--- config.mk ---
export PLATFORM = sky130hd
export DESIGN_NAME = stack_queue_swap_engine
export DESIGN_NICKNAME = d
export VERILOG_FILES = /design/src/sqse_pkg.sv /design/src/stack_queue_swap_engine.sv /design/src/sqse_ctrl.sv /design/src/sqse_datapath.sv
export SDC_FILE = /design/constraint.sdc
export NUM_CORES = 1
export LEC_CHECK = 0
export ABC_CLOCK_PERIOD_IN_PS = 4600
export BUFFER_PORTS_ARGS = -buffer_cell sky130_fd_sc_hd__buf_4
export CORE_UTILIZATION = 55
export DETAILED_ROUTE_END_ITERATION = 10
export PLACE_DENSITY = 0.78
export SYNTH_ARGS = -nofsm -noshare
export SYNTH_HDL_FRONTEND = slang
export SYNTH_HIERARCHICAL = 1
export SYNTH_SLANG_ARGS = --single-unit
--- constraint.sdc ---
create_clock -name clk -period 4.6 [get_ports clk]
set_input_delay 0 -clock clk [delete_from_list [all_inputs] [get_ports clk]]
set_output_delay 0 -clock clk [all_outputs]
set_load 0.02 [all_outputs]
--- src/sqse_pkg.sv ---
// shared types and constants for the stack/queue swap engine
// no dependencies; used by sqse_ctrl, sqse_datapath and stack_queue_swap_engine
package sqse_pkg;

    localparam int DEPTH_DEFAULT = 8;

    localparam logic [2:0] OP_PUSH    = 3'd0;
    localparam logic [2:0] OP_POP     = 3'd1;
    localparam logic [2:0] OP_ENQUEUE = 3'd2;
    localparam logic [2:0] OP_DEQUEUE = 3'd3;
    localparam logic [2:0] OP_SWAP    = 3'd4;

    localparam logic [1:0] ST_OK    = 2'd0;
    localparam logic [1:0] ST_FULL  = 2'd1;
    localparam logic [1:0] ST_EMPTY = 2'd2;

    localparam logic signed [31:0] EMPTY_WORD = -32'sd100;

    typedef enum logic [1:0] {
        S_IDLE,
        S_SWAP_RD,
        S_SWAP_WR
    } state_t;

    // swap runs in three passes
    typedef enum logic [1:0] {
        PH_SAVE_QUEUE,
        PH_LOAD_QUEUE,
        PH_LOAD_STACK
    } phase_t;

    typedef enum logic [1:0] {
        SRC_REG,
        SRC_STACK,
        SRC_QUEUE
    } src_t;

    typedef struct packed {
        logic   issue;
        logic   swap_init;
        logic   sw_rd;
        logic   sw_wr;
        logic   sw_clr;
        logic   sw_done;
        phase_t phase;
    } cmd_t;

    typedef struct packed {
        logic ph_empty;
        logic ph_last;
    } dp_stat_t;

endpackage

--- src/stack_queue_swap_engine.sv ---
// top level of the stack/queue swap engine: controller plus datapath
// depends on sqse_pkg, sqse_ctrl and sqse_datapath
//
// A LIFO stack and a circular FIFO queue of DEPTH signed words. A request is taken when
// start is high and busy is low; its result (value_out, status) shows for exactly one cycle
// with done high and cannot be held off. Push, pop, enqueue and dequeue answer in the cycle
// after the request and leave busy low, so one request can be taken every cycle.
// A swap holds busy high while it copies through the memories' single read and write port,
// one word at a time, read in S_SWAP_RD and written in S_SWAP_WR: the queue into the swap
// buffer, the stack into the queue, then the buffer into the stack. Its result shows in the
// cycle busy falls.
module stack_queue_swap_engine #(
    parameter int DEPTH = sqse_pkg::DEPTH_DEFAULT
) (
    input  logic               clk,
    input  logic               rst_n,
    input  logic               start,
    output logic               busy,
    input  logic [2:0]         op,
    input  logic signed [31:0] value_in,
    output logic               done,
    output logic signed [31:0] value_out,
    output logic [1:0]         status
);

    sqse_pkg::cmd_t     cmd;
    sqse_pkg::dp_stat_t stat;

    sqse_ctrl u_ctrl (
        .clk   (clk),
        .rst_n (rst_n),
        .start (start),
        .op    (op),
        .stat  (stat),
        .cmd   (cmd),
        .busy  (busy)
    );

    sqse_datapath #(
        .DEPTH (DEPTH)
    ) u_datapath (
        .clk       (clk),
        .rst_n     (rst_n),
        .cmd       (cmd),
        .op        (op),
        .value_in  (value_in),
        .stat      (stat),
        .done      (done),
        .value_out (value_out),
        .status    (status)
    );

    // every request other than a swap answers on the next cycle
    a_single_latency: assert property (@(posedge clk) disable iff (!rst_n)
        (start && !busy && op != sqse_pkg::OP_SWAP) |=> done)
        else $error("request without result on the following cycle");

    // busy only ever rises because a swap was taken
    a_busy_from_swap: assert property (@(posedge clk) disable iff (!rst_n)
        $rose(busy) |-> $past(start && op == sqse_pkg::OP_SWAP))
        else $error("busy raised without a swap request");

    // a swap ends with its result
    a_swap_result: assert property (@(posedge clk) disable iff (!rst_n)
        $fell(busy) |-> (done && status == sqse_pkg::ST_OK && value_out == '0))
        else $error("swap finished without an ok result");

    a_empty_word: assert property (@(posedge clk) disable iff (!rst_n)
        (done && status == sqse_pkg::ST_EMPTY) |-> (value_out == sqse_pkg::EMPTY_WORD))
        else $error("empty status with wrong read word");

endmodule

--- src/sqse_ctrl.sv ---
// controller state machine: sequences single operations and the swap passes
// depends on sqse_pkg
module sqse_ctrl (
    input  logic              clk,
    input  logic              rst_n,
    input  logic              start,
    input  logic [2:0]        op,
    input  sqse_pkg::dp_stat_t stat,
    output sqse_pkg::cmd_t    cmd,
    output logic              busy
);

    sqse_pkg::state_t state_reg, state_next;
    sqse_pkg::phase_t phase_reg, phase_next;

    always_ff @(posedge clk or negedge rst_n)
    begin
        if (!rst_n)
        begin
            state_reg <= sqse_pkg::S_IDLE;
            phase_reg <= sqse_pkg::PH_SAVE_QUEUE;
        end
        else
        begin
            state_reg <= state_next;
            phase_reg <= phase_next;
        end
    end

    always_comb
    begin
        logic advance;
        advance    = 1'b0;
        state_next = state_reg;
        phase_next = phase_reg;
        cmd        = '0;
        cmd.phase  = phase_reg;
        busy       = (state_reg != sqse_pkg::S_IDLE);

        unique case (state_reg)
            sqse_pkg::S_IDLE:
            begin
                if (start)
                begin
                    if (op == sqse_pkg::OP_SWAP)
                    begin
                        cmd.swap_init = 1'b1;
                        phase_next    = sqse_pkg::PH_SAVE_QUEUE;
                        state_next    = sqse_pkg::S_SWAP_RD;
                    end
                    else
                    begin
                        cmd.issue = 1'b1;
                    end
                end
            end
            sqse_pkg::S_SWAP_RD:
            begin
                if (stat.ph_empty)
                begin
                    advance = 1'b1;
                end
                else
                begin
                    cmd.sw_rd  = 1'b1;
                    state_next = sqse_pkg::S_SWAP_WR;
                end
            end
            sqse_pkg::S_SWAP_WR:
            begin
                cmd.sw_wr = 1'b1;
                if (stat.ph_last)
                begin
                    advance = 1'b1;
                end
                else
                begin
                    state_next = sqse_pkg::S_SWAP_RD;
                end
            end
            default:
            begin
                state_next = sqse_pkg::S_IDLE;
            end
        endcase

        // move on to the next pass, or close the swap after the last one
        if (advance)
        begin
            cmd.sw_clr = 1'b1;
            unique case (phase_reg)
                sqse_pkg::PH_SAVE_QUEUE:
                begin
                    phase_next = sqse_pkg::PH_LOAD_QUEUE;
                    state_next = sqse_pkg::S_SWAP_RD;
                end
                sqse_pkg::PH_LOAD_QUEUE:
                begin
                    phase_next = sqse_pkg::PH_LOAD_STACK;
                    state_next = sqse_pkg::S_SWAP_RD;
                end
                default:
                begin
                    cmd.sw_done = 1'b1;
                    state_next  = sqse_pkg::S_IDLE;
                end
            endcase
        end
    end

endmodule

--- src/sqse_datapath.sv ---
// datapath: stack, queue and swap buffer memories, fill counters, result register
// depends on sqse_pkg; driven by sqse_ctrl commands
module sqse_datapath #(
    parameter int DEPTH = sqse_pkg::DEPTH_DEFAULT
) (
    input  logic                clk,
    input  logic                rst_n,
    input  sqse_pkg::cmd_t      cmd,
    input  logic [2:0]          op,
    input  logic signed [31:0]  value_in,
    output sqse_pkg::dp_stat_t  stat,
    output logic                done,
    output logic signed [31:0]  value_out,
    output logic [1:0]          status
);

    localparam int AW = (DEPTH > 1) ? $clog2(DEPTH) : 1;
    localparam int CW = $clog2(DEPTH + 1);
    localparam logic [CW-1:0] FULL_CNT  = CW'(DEPTH);
    localparam logic [AW-1:0] LAST_SLOT = AW'(DEPTH - 1);

    logic signed [31:0] stack_mem [DEPTH];
    logic signed [31:0] queue_mem [DEPTH];
    logic signed [31:0] buf_mem   [DEPTH];

    logic signed [31:0] stack_rdata_reg, queue_rdata_reg, buf_rdata_reg;

    logic [CW-1:0] stack_count_reg, stack_count_next;
    logic [CW-1:0] queue_count_reg, queue_count_next;
    logic [AW-1:0] queue_head_reg, queue_head_next;
    logic [AW-1:0] queue_tail_reg, queue_tail_next;
    logic [CW-1:0] qn_reg, qn_next;
    logic [CW-1:0] sn_reg, sn_next;
    logic [AW-1:0] idx_reg, idx_next;
    logic [AW-1:0] slot_reg, slot_next;

    logic               done_reg, done_next;
    logic [1:0]         status_reg, status_next;
    logic signed [31:0] val_reg, val_next;
    sqse_pkg::src_t     src_reg, src_next;

    logic               stk_we, stk_re, que_we, que_re, buf_we, buf_re;
    logic [AW-1:0]      stk_waddr, stk_raddr, que_waddr, que_raddr, buf_waddr, buf_raddr;
    logic signed [31:0] stk_wdata, que_wdata, buf_wdata;

    logic [CW-1:0] stk_top, sn_down, qn_down, ph_cnt, ph_cnt_m1;

    assign stk_top = stack_count_reg - CW'(1);
    assign sn_down = sn_reg - CW'(1) - CW'(idx_reg);
    assign qn_down = qn_reg - CW'(1) - CW'(idx_reg);

    // pass length: the saved queue fill for both outer passes, the stack fill in the middle
    assign ph_cnt        = (cmd.phase == sqse_pkg::PH_LOAD_QUEUE) ? sn_reg : qn_reg;
    assign ph_cnt_m1     = ph_cnt - CW'(1);
    assign stat.ph_empty = (ph_cnt == '0);
    assign stat.ph_last  = (CW'(idx_reg) == ph_cnt_m1);

    always_comb
    begin
        stack_count_next = stack_count_reg;
        queue_count_next = queue_count_reg;
        queue_head_next  = queue_head_reg;
        queue_tail_next  = queue_tail_reg;
        qn_next          = qn_reg;
        sn_next          = sn_reg;
        idx_next         = idx_reg;
        slot_next        = slot_reg;
        done_next        = 1'b0;
        status_next      = status_reg;
        val_next         = val_reg;
        src_next         = src_reg;

        stk_we = 1'b0; stk_re = 1'b0; que_we = 1'b0; que_re = 1'b0; buf_we = 1'b0; buf_re = 1'b0;
        stk_waddr = stack_count_reg[AW-1:0];
        stk_raddr = stk_top[AW-1:0];
        stk_wdata = value_in;
        que_waddr = queue_tail_reg;
        que_raddr = queue_head_reg;
        que_wdata = value_in;
        buf_waddr = idx_reg;
        buf_raddr = qn_down[AW-1:0];
        buf_wdata = queue_rdata_reg;

        if (cmd.issue)
        begin
            done_next   = 1'b1;
            status_next = sqse_pkg::ST_OK;
            val_next    = '0;
            src_next    = sqse_pkg::SRC_REG;
            case (op)
                sqse_pkg::OP_PUSH:
                begin
                    if (stack_count_reg == FULL_CNT)
                        status_next = sqse_pkg::ST_FULL;
                    else
                    begin
                        stk_we           = 1'b1;
                        stack_count_next = stack_count_reg + CW'(1);
                    end
                end
                sqse_pkg::OP_POP:
                begin
                    if (stack_count_reg == '0)
                    begin
                        status_next = sqse_pkg::ST_EMPTY;
                        val_next    = sqse_pkg::EMPTY_WORD;
                    end
                    else
                    begin
                        stk_re           = 1'b1;
                        src_next         = sqse_pkg::SRC_STACK;
                        stack_count_next = stk_top;
                    end
                end
                sqse_pkg::OP_ENQUEUE:
                begin
                    if (queue_count_reg == FULL_CNT)
                        status_next = sqse_pkg::ST_FULL;
                    else
                    begin
                        que_we           = 1'b1;
                        queue_tail_next  = (queue_tail_reg == LAST_SLOT) ? '0
                                         : queue_tail_reg + AW'(1);
                        queue_count_next = queue_count_reg + CW'(1);
                    end
                end
                sqse_pkg::OP_DEQUEUE:
                begin
                    if (queue_count_reg == '0)
                    begin
                        status_next = sqse_pkg::ST_EMPTY;
                        val_next    = sqse_pkg::EMPTY_WORD;
                    end
                    else
                    begin
                        que_re           = 1'b1;
                        src_next         = sqse_pkg::SRC_QUEUE;
                        queue_head_next  = (queue_head_reg == LAST_SLOT) ? '0
                                         : queue_head_reg + AW'(1);
                        queue_count_next = queue_count_reg - CW'(1);
                    end
                end
                default:
                begin
                end
            endcase
        end

        if (cmd.swap_init)
        begin
            qn_next   = queue_count_reg;
            sn_next   = stack_count_reg;
            idx_next  = '0;
            slot_next = queue_head_reg;
        end

        if (cmd.sw_rd)
        begin
            unique case (cmd.phase)
                sqse_pkg::PH_SAVE_QUEUE:
                begin
                    que_re    = 1'b1;
                    que_raddr = slot_reg;
                end
                sqse_pkg::PH_LOAD_QUEUE:
                begin
                    stk_re    = 1'b1;
                    stk_raddr = sn_down[AW-1:0];
                end
                default:
                begin
                    buf_re = 1'b1;
                end
            endcase
        end

        if (cmd.sw_wr)
        begin
            idx_next = idx_reg + AW'(1);
            unique case (cmd.phase)
                sqse_pkg::PH_SAVE_QUEUE:
                begin
                    buf_we    = 1'b1;
                    slot_next = (slot_reg == LAST_SLOT) ? '0 : slot_reg + AW'(1);
                end
                sqse_pkg::PH_LOAD_QUEUE:
                begin
                    que_we    = 1'b1;
                    que_waddr = idx_reg;
                    que_wdata = stack_rdata_reg;
                end
                default:
                begin
                    stk_we    = 1'b1;
                    stk_waddr = idx_reg;
                    stk_wdata = buf_rdata_reg;
                end
            endcase
        end

        if (cmd.sw_clr)
            idx_next = '0;

        if (cmd.sw_done)
        begin
            stack_count_next = qn_reg;
            queue_count_next = sn_reg;
            queue_head_next  = '0;
            queue_tail_next  = (sn_reg == FULL_CNT) ? '0 : sn_reg[AW-1:0];
            done_next        = 1'b1;
            status_next      = sqse_pkg::ST_OK;
            val_next         = '0;
            src_next         = sqse_pkg::SRC_REG;
        end
    end

    always_ff @(posedge clk or negedge rst_n)
    begin
        if (!rst_n)
        begin
            stack_count_reg <= '0;
            queue_count_reg <= '0;
            queue_head_reg  <= '0;
            queue_tail_reg  <= '0;
            qn_reg          <= '0;
            sn_reg          <= '0;
            idx_reg         <= '0;
            slot_reg        <= '0;
            done_reg        <= 1'b0;
            src_reg         <= sqse_pkg::SRC_REG;
        end
        else
        begin
            stack_count_reg <= stack_count_next;
            queue_count_reg <= queue_count_next;
            queue_head_reg  <= queue_head_next;
            queue_tail_reg  <= queue_tail_next;
            qn_reg          <= qn_next;
            sn_reg          <= sn_next;
            idx_reg         <= idx_next;
            slot_reg        <= slot_next;
            done_reg        <= done_next;
            src_reg         <= src_next;
        end
    end

    always_ff @(posedge clk)
    begin
        status_reg <= status_next;
        val_reg    <= val_next;
    end

    always_ff @(posedge clk)
    begin
        if (stk_we)
            stack_mem[stk_waddr] <= stk_wdata;
        if (stk_re)
            stack_rdata_reg <= stack_mem[stk_raddr];
    end

    always_ff @(posedge clk)
    begin
        if (que_we)
            queue_mem[que_waddr] <= que_wdata;
        if (que_re)
            queue_rdata_reg <= queue_mem[que_raddr];
    end

    always_ff @(posedge clk)
    begin
        if (buf_we)
            buf_mem[buf_waddr] <= buf_wdata;
        if (buf_re)
            buf_rdata_reg <= buf_mem[buf_raddr];
    end

    assign done   = done_reg;
    assign status = status_reg;

    always_comb
    begin
        case (src_reg)
            sqse_pkg::SRC_STACK: value_out = stack_rdata_reg;
            sqse_pkg::SRC_QUEUE: value_out = queue_rdata_reg;
            default:             value_out = val_reg;
        endcase
    end

endmodule
# After elaboration in Yosys (flattened, before gate mapping)
# Memory sizes are Yosys's and may differ from the RTL's. A register that Yosys moved wholly into a read port is not among the register bits.
# Index checks and enable logic that the tools add are counted.
dict set report op_classes {
  mul 0
  n_addsub 13
  n_eq_ne 26
  n_reduce_logical 19
  magnitude_cmp 0
  div 0
  mux 110
  shifts 0
  n_bitwise 0
}
# cell n
set op_table {}
lappend op_table {{$mux W32} 6}
lappend op_table {{$pmux W32 S2} 2}
lappend op_table {{$mux W3} 26}
lappend op_table {{$mux W1} 43}
lappend op_table {{$mux W4} 9}
lappend op_table {{$mux W2} 17}
lappend op_table {{$pmux W4 S2} 2}
lappend op_table {{$add A3 B1 Y3 const B} 4}
lappend op_table {{$eq A3 B3 Y1 const B} 4}
lappend op_table {{$eq A4 B4 Y1 const B} 3}
lappend op_table {{$logic_not A4 Y1} 3}
lappend op_table {{$ne A3 B3 Y1 const B} 4}
lappend op_table {{$reduce_and A4 Y1} 3}
lappend op_table {{$sub A4 B1 Y4 const B} 3}
lappend op_table {{$ne A3 B2 Y1 const B} 3}
lappend op_table {{$reduce_bool A3 Y1} 3}
lappend op_table {{$add A4 B1 Y4 const B} 2}
lappend op_table {{$pmux W2 S2} 2}
lappend op_table {{$pmux W2 S4} 1}
lappend op_table {{$reduce_bool A2 Y1} 4}
lappend op_table {{$eq A2 B1 Y1 const B} 3}
lappend op_table {{$eq A3 B2 Y1 const B} 2}
lappend op_table {{$pmux W2 S3} 1}
lappend op_table {{$reduce_and A3 Y1} 2}
lappend op_table {{other kinds (11)} 16}
dict set report word_totals {
  latchBits 0
  word_cells 185
  romBits 0
  ram_bits 768
  regBits 69
  memories 3
}
# name words word_bits rd rd_ports_with_merged_regs wr line
set memory_table {}
lappend memory_table {u_datapath.buf_mem 8 32 1 1 1 sqse_datapath.sv:24} ;# logic signed [31:0] buf_mem [DEPTH];
lappend memory_table {u_datapath.queue_mem 8 32 1 1 1 sqse_datapath.sv:23} ;# logic signed [31:0] queue_mem [DEPTH];
lappend memory_table {u_datapath.stack_mem 8 32 1 1 1 sqse_datapath.sv:22} ;# logic signed [31:0] stack_mem [DEPTH];

# Depth between registers and ports, before layout
dict set report depth {
  depth_word 9
  ltp_mapped 15
  depth_no_buf 12
}

# By module
# The synthesis kept the hierarchy.
# mod area_per_inst_um2 instances cells_each
set by_module_without_submodules {}
lappend by_module_without_submodules {sqse_datapath 36237.3 1 1917}
lappend by_module_without_submodules {sqse_ctrl 374.1 1 40}

# Worst setup path before layout
# Ideal clock, no wire load.
dict set report synth_timing {
  path_type {register to register}
  startpoint {reg u_ctrl.state_reg[0]}
  endpoint {mem u_datapath.buf_mem[0][0] (enable)}
  required_time_ns 4.098
  path_stages_with_launch 6
  n_path_buf 1
  setup_ns 0.502
  t_arrival_ns 4.348
  path_slack_ns -0.250
  path_cell_list {dfrtp_1 -> inv_1 -> ha_1 -> clkbuf_1 -> nand2_1 -> nor4_1}
}
# item line
set synth_lines {}
lappend synth_lines {{start: declaration} sqse_ctrl.sv:13} ;# sqse_pkg::state_t state_reg, state_next;
lappend synth_lines {{start signal: assignment} sqse_ctrl.sv:20} ;# state_reg <= sqse_pkg::S_IDLE;
lappend synth_lines {{start signal: assignment} sqse_ctrl.sv:25} ;# state_reg <= state_next;
lappend synth_lines {{end: declaration} sqse_datapath.sv:24}

==> flow_summary.toml <==
[logic_synthesis]
yosys-top-cells-area = "edfxtp_1 71%, mux2i_1 8.5%, mux2_2 4.2%"
synthAdderAreaFrac_pct = 0.793
ys_async_sr_fraction_pct = 3.88
muxShareOfSynthArea_pct = 16.8
synth-seq-cells = 902
yosys.area_share.simple_pct = 2.78
syn-cell-area_mm2 = 0.0366
ys_types = 59
synth_top_cells_by_count = "864 x edfxtp_1, 310 x mux2i_1, 138 x mux2_2"
synth-seq-area-share_pct = 73.4
synth_top_area_cell = "edfxtp_1"
yosys_warnings = 6
synth_top_family_by_area = "multiplexers"
synth_xor_area_share_pct = 0.427
synth_edf_count = 864
synth_compound_area_share_pct = 3.89
synthDominantCellAreaShare_pct = 70.9
synth_ff_type = "edfxtp_1"
synth_area_per_cell_um2 = 18.7
syn_nets = 2017
synthCells = 1957
synth.most_common_cell = "edfxtp_1"

[critical_path]
crit_type = "reg2reg"
crit_arrival_ns = 4.55
worst_r2r_path_depth = 11
end_kind = "register"
r2r_start = "u_ctrl/phase_reg[1]"
cp_max_fo = 32
startpoint_type = "register"
reg2reg_slack_ns = 0.42
startpoint = "u_ctrl/phase_reg[1]"
worstSetupEndpoint = "u_datapath/buf_wdata[10]"
rr_endpoint = "u_datapath/buf_wdata[10]"
cp.required_ns = 4.97

[sta]
skew_ns = 0.0182
maxSlewHeadroom_pct = 29.7
fin_ws_ns = 0.416
fin_crit_sh_pct = 91.0
rsz0062_at_grt = "false"
hold_viol = 0
max_freq_mhz = 239
hold_slack_ns = 0.256
fin_crit_ns = 4.18
setup_viol = 0
setup_tns_ns = 0
worst_slew_pin_slew_ns = 1.05
slew_violations = 0

[floorplanning]
fp-row-count = 94
core_area_mm2 = 0.0659
start_util_pct = 55.6
die_w_um = 260
ios = 74
die_y_um = 260
die-area_mm2 = 0.0676

[global_routing]
busiest_layer = "met2"
grt_max_degree = 65
first_global_vias = 18874
use_met3_pct = 4.36
globalRoute.totalOverflow = 0
grt_pass1_wl_mm = 117
use_met1_pct = 32.0
met2_usage_pct = 38.7
track_usage_pct = 23.6
antenna_found_initial = 0

[pwr]
p_sw_mw = 10.1
irDropWorstVdd_v = 0.000814
p_int_mw = 20.1
switching_share_pct = 33.4
seqPwrFrac_pct = 37.6
p_per_area_mw_per_mm2 = 727
power_frac_comb_pct = 40.6
p_leak_nw = 14.2
pwr-share-clk_pct = 21.8
finalPower_mw = 30.2

[cells_and_area]
fin_nets = 2177
syn2layout_area_growth_pct = 13.5
reg.largest.list = "u_datapath/buf_mem: 256 flops, u_datapath/queue_mem: 256 flops, u_datapath/stack_mem: 256 flops"
antenna_cells = 0
layout-drive-gt1-share_pct = 24.2
nFillCells = 4297
stdcell_count = 3045

[flow_run]
maxCapViolCount = 0

[min_path]
hp-start = "start"
hold_path.class = "in2reg"

[routing]
drcViolationCount = 0
drtIter0Drc = 2082
wire_per_inst_um = 26.0
wirelength_mm = 79.2
viasPerCell = 6.20
via_count = 18894
dr.pass1.iters = 5
final_antenna_net_count = 0

[clock_tree]
clock_sinks = 902
htreeDepth = 3
clock_path_buffers = 3
clk_pin_slew_ns = 0.06
clkLatencyLatePin_ns = 0.64
cts_setup_buffers = 0
cts_root_buf = "clkbuf_16"
cts_made_buffers = 85
cts_tree = "yes"

[placed_design]
place_ws_ns = 0.275
gp_congestion = 0.878
dp_hpwl_mm = 46.3
io_buffers = 73
dp_cells = 2853

[status]
status = "finished, final reports clean"
per-layer routing:
metal | vias up | share of wire [%] | routed length, µm
met5 | - | 0 | 0
met4 | 0 | 2.4 | 1920
met3 | 144 | 9.5 | 7550
met2 | 987 | 49 | 38700
met1 | 9638 | 39 | 31100
li1 | 8125 | - | -
repair_timing:
action                     CTS  global route
hold endpoints to repair   557             0
setup endpoints to repair    0            32
hold buffers                41             0
resized for setup            0             1
worst max-delay path, cell delays in order, from the launching register on:
cell and delay, ns:
dfrtp_1 0.53, nor2b_2 0.41, mux2i_1 0.22, o21a_1 0.17, and2_1 0.19, nor2b_1 0.25
nor3b_4 0.52, mux2i_1 0.56, nor2b_2 0.24, buf_4 0.43, a32o_1 0.30, a221oi_2 0.05
cell families (layout without fill, tap and decap cells):
group                    Yosys count  in the layout
AO/OA/AOI/OAI                    152            152
XOR/XNOR                          17             17
adder cells (fa/ha/maj)           22             22
buffers and inverters            124            348
flip-flops                       902            902
multiplexers                     514            514
AND/OR/NAND/NOR                  226            226
stage by stage:
step,area (µm²),util [%]
finish,41500,63.1
global route,41500,63.1
detailed placement,38500,58.5
CTS,41500,63.1
floorplan,36600,-
global placement,38500,58.5
cell type report:
type                       count  area (µm²)  area share (%)
multi-input combinational    931        9300            22.4
sequential                   902       26900            64.7
clock inverter                40         339           0.816
clock buffer                 111        2250            5.41
tap                          864        1080            2.60
timing repair buffer         180        1640            3.94
inverter                      17        63.8           0.154
power groups by stage:
stage | Sequential [mW] | Combinational, mW | Clock [mW]
finish | 11.4 | 12.3 | 6.58
global route | 11.4 | 13.0 | 6.94
CTS | 11.3 | 12.3 | 6.66
detailed placement | 11.5 | 12.2 | 0
global placement | 11.4 | 11.8 | 0
floorplan | 11.1 | 9.18 | 0
how the worst min path moves through the flow:
stage                                   endpoint  slack, ns  depth (start not counted)
finish                       u_ctrl/state_reg[1]       0.26                          4
global route                 u_ctrl/state_reg[1]       0.29                          4
global placement          u_datapath/slot_reg[2]      -0.02                          1
detailed placement  u_datapath/queue_head_reg[2]      -0.02                          1
floorplan                    u_ctrl/phase_reg[0]      -0.30                          0
CTS                          u_ctrl/state_reg[1]       0.23                          4
cells in the final DEF (no fill, tap or decap), types with 4 or more instances in the layout:
cell,n
clkbuf_1,25
clkbuf_16,86
a221oi_2,32
a22oi_1,6
a221oi_1,29
buf_12,15
mux2i_1,309
ha_1,20
nor2_4,20
o21ai_0,8
mux4_2,64
xnor2_1,11
nor3_1,7
dlygate4sd3_1,40
mux2_2,138
nor3_2,4
inv_1,16
a31oi_1,10
dfrtp_1,35
a32o_1,32
nand3_1,4
edfxtp_1,864
nor2b_2,4
a21oi_1,19
xor2_1,5
nor3b_1,5
nand2b_1,7
clkinv_1,19
nor2_1,67
bufinv_16,5
nand2_1,83
buf_4,125
clkinv_2,12
(Power assumes the default switching activity.)
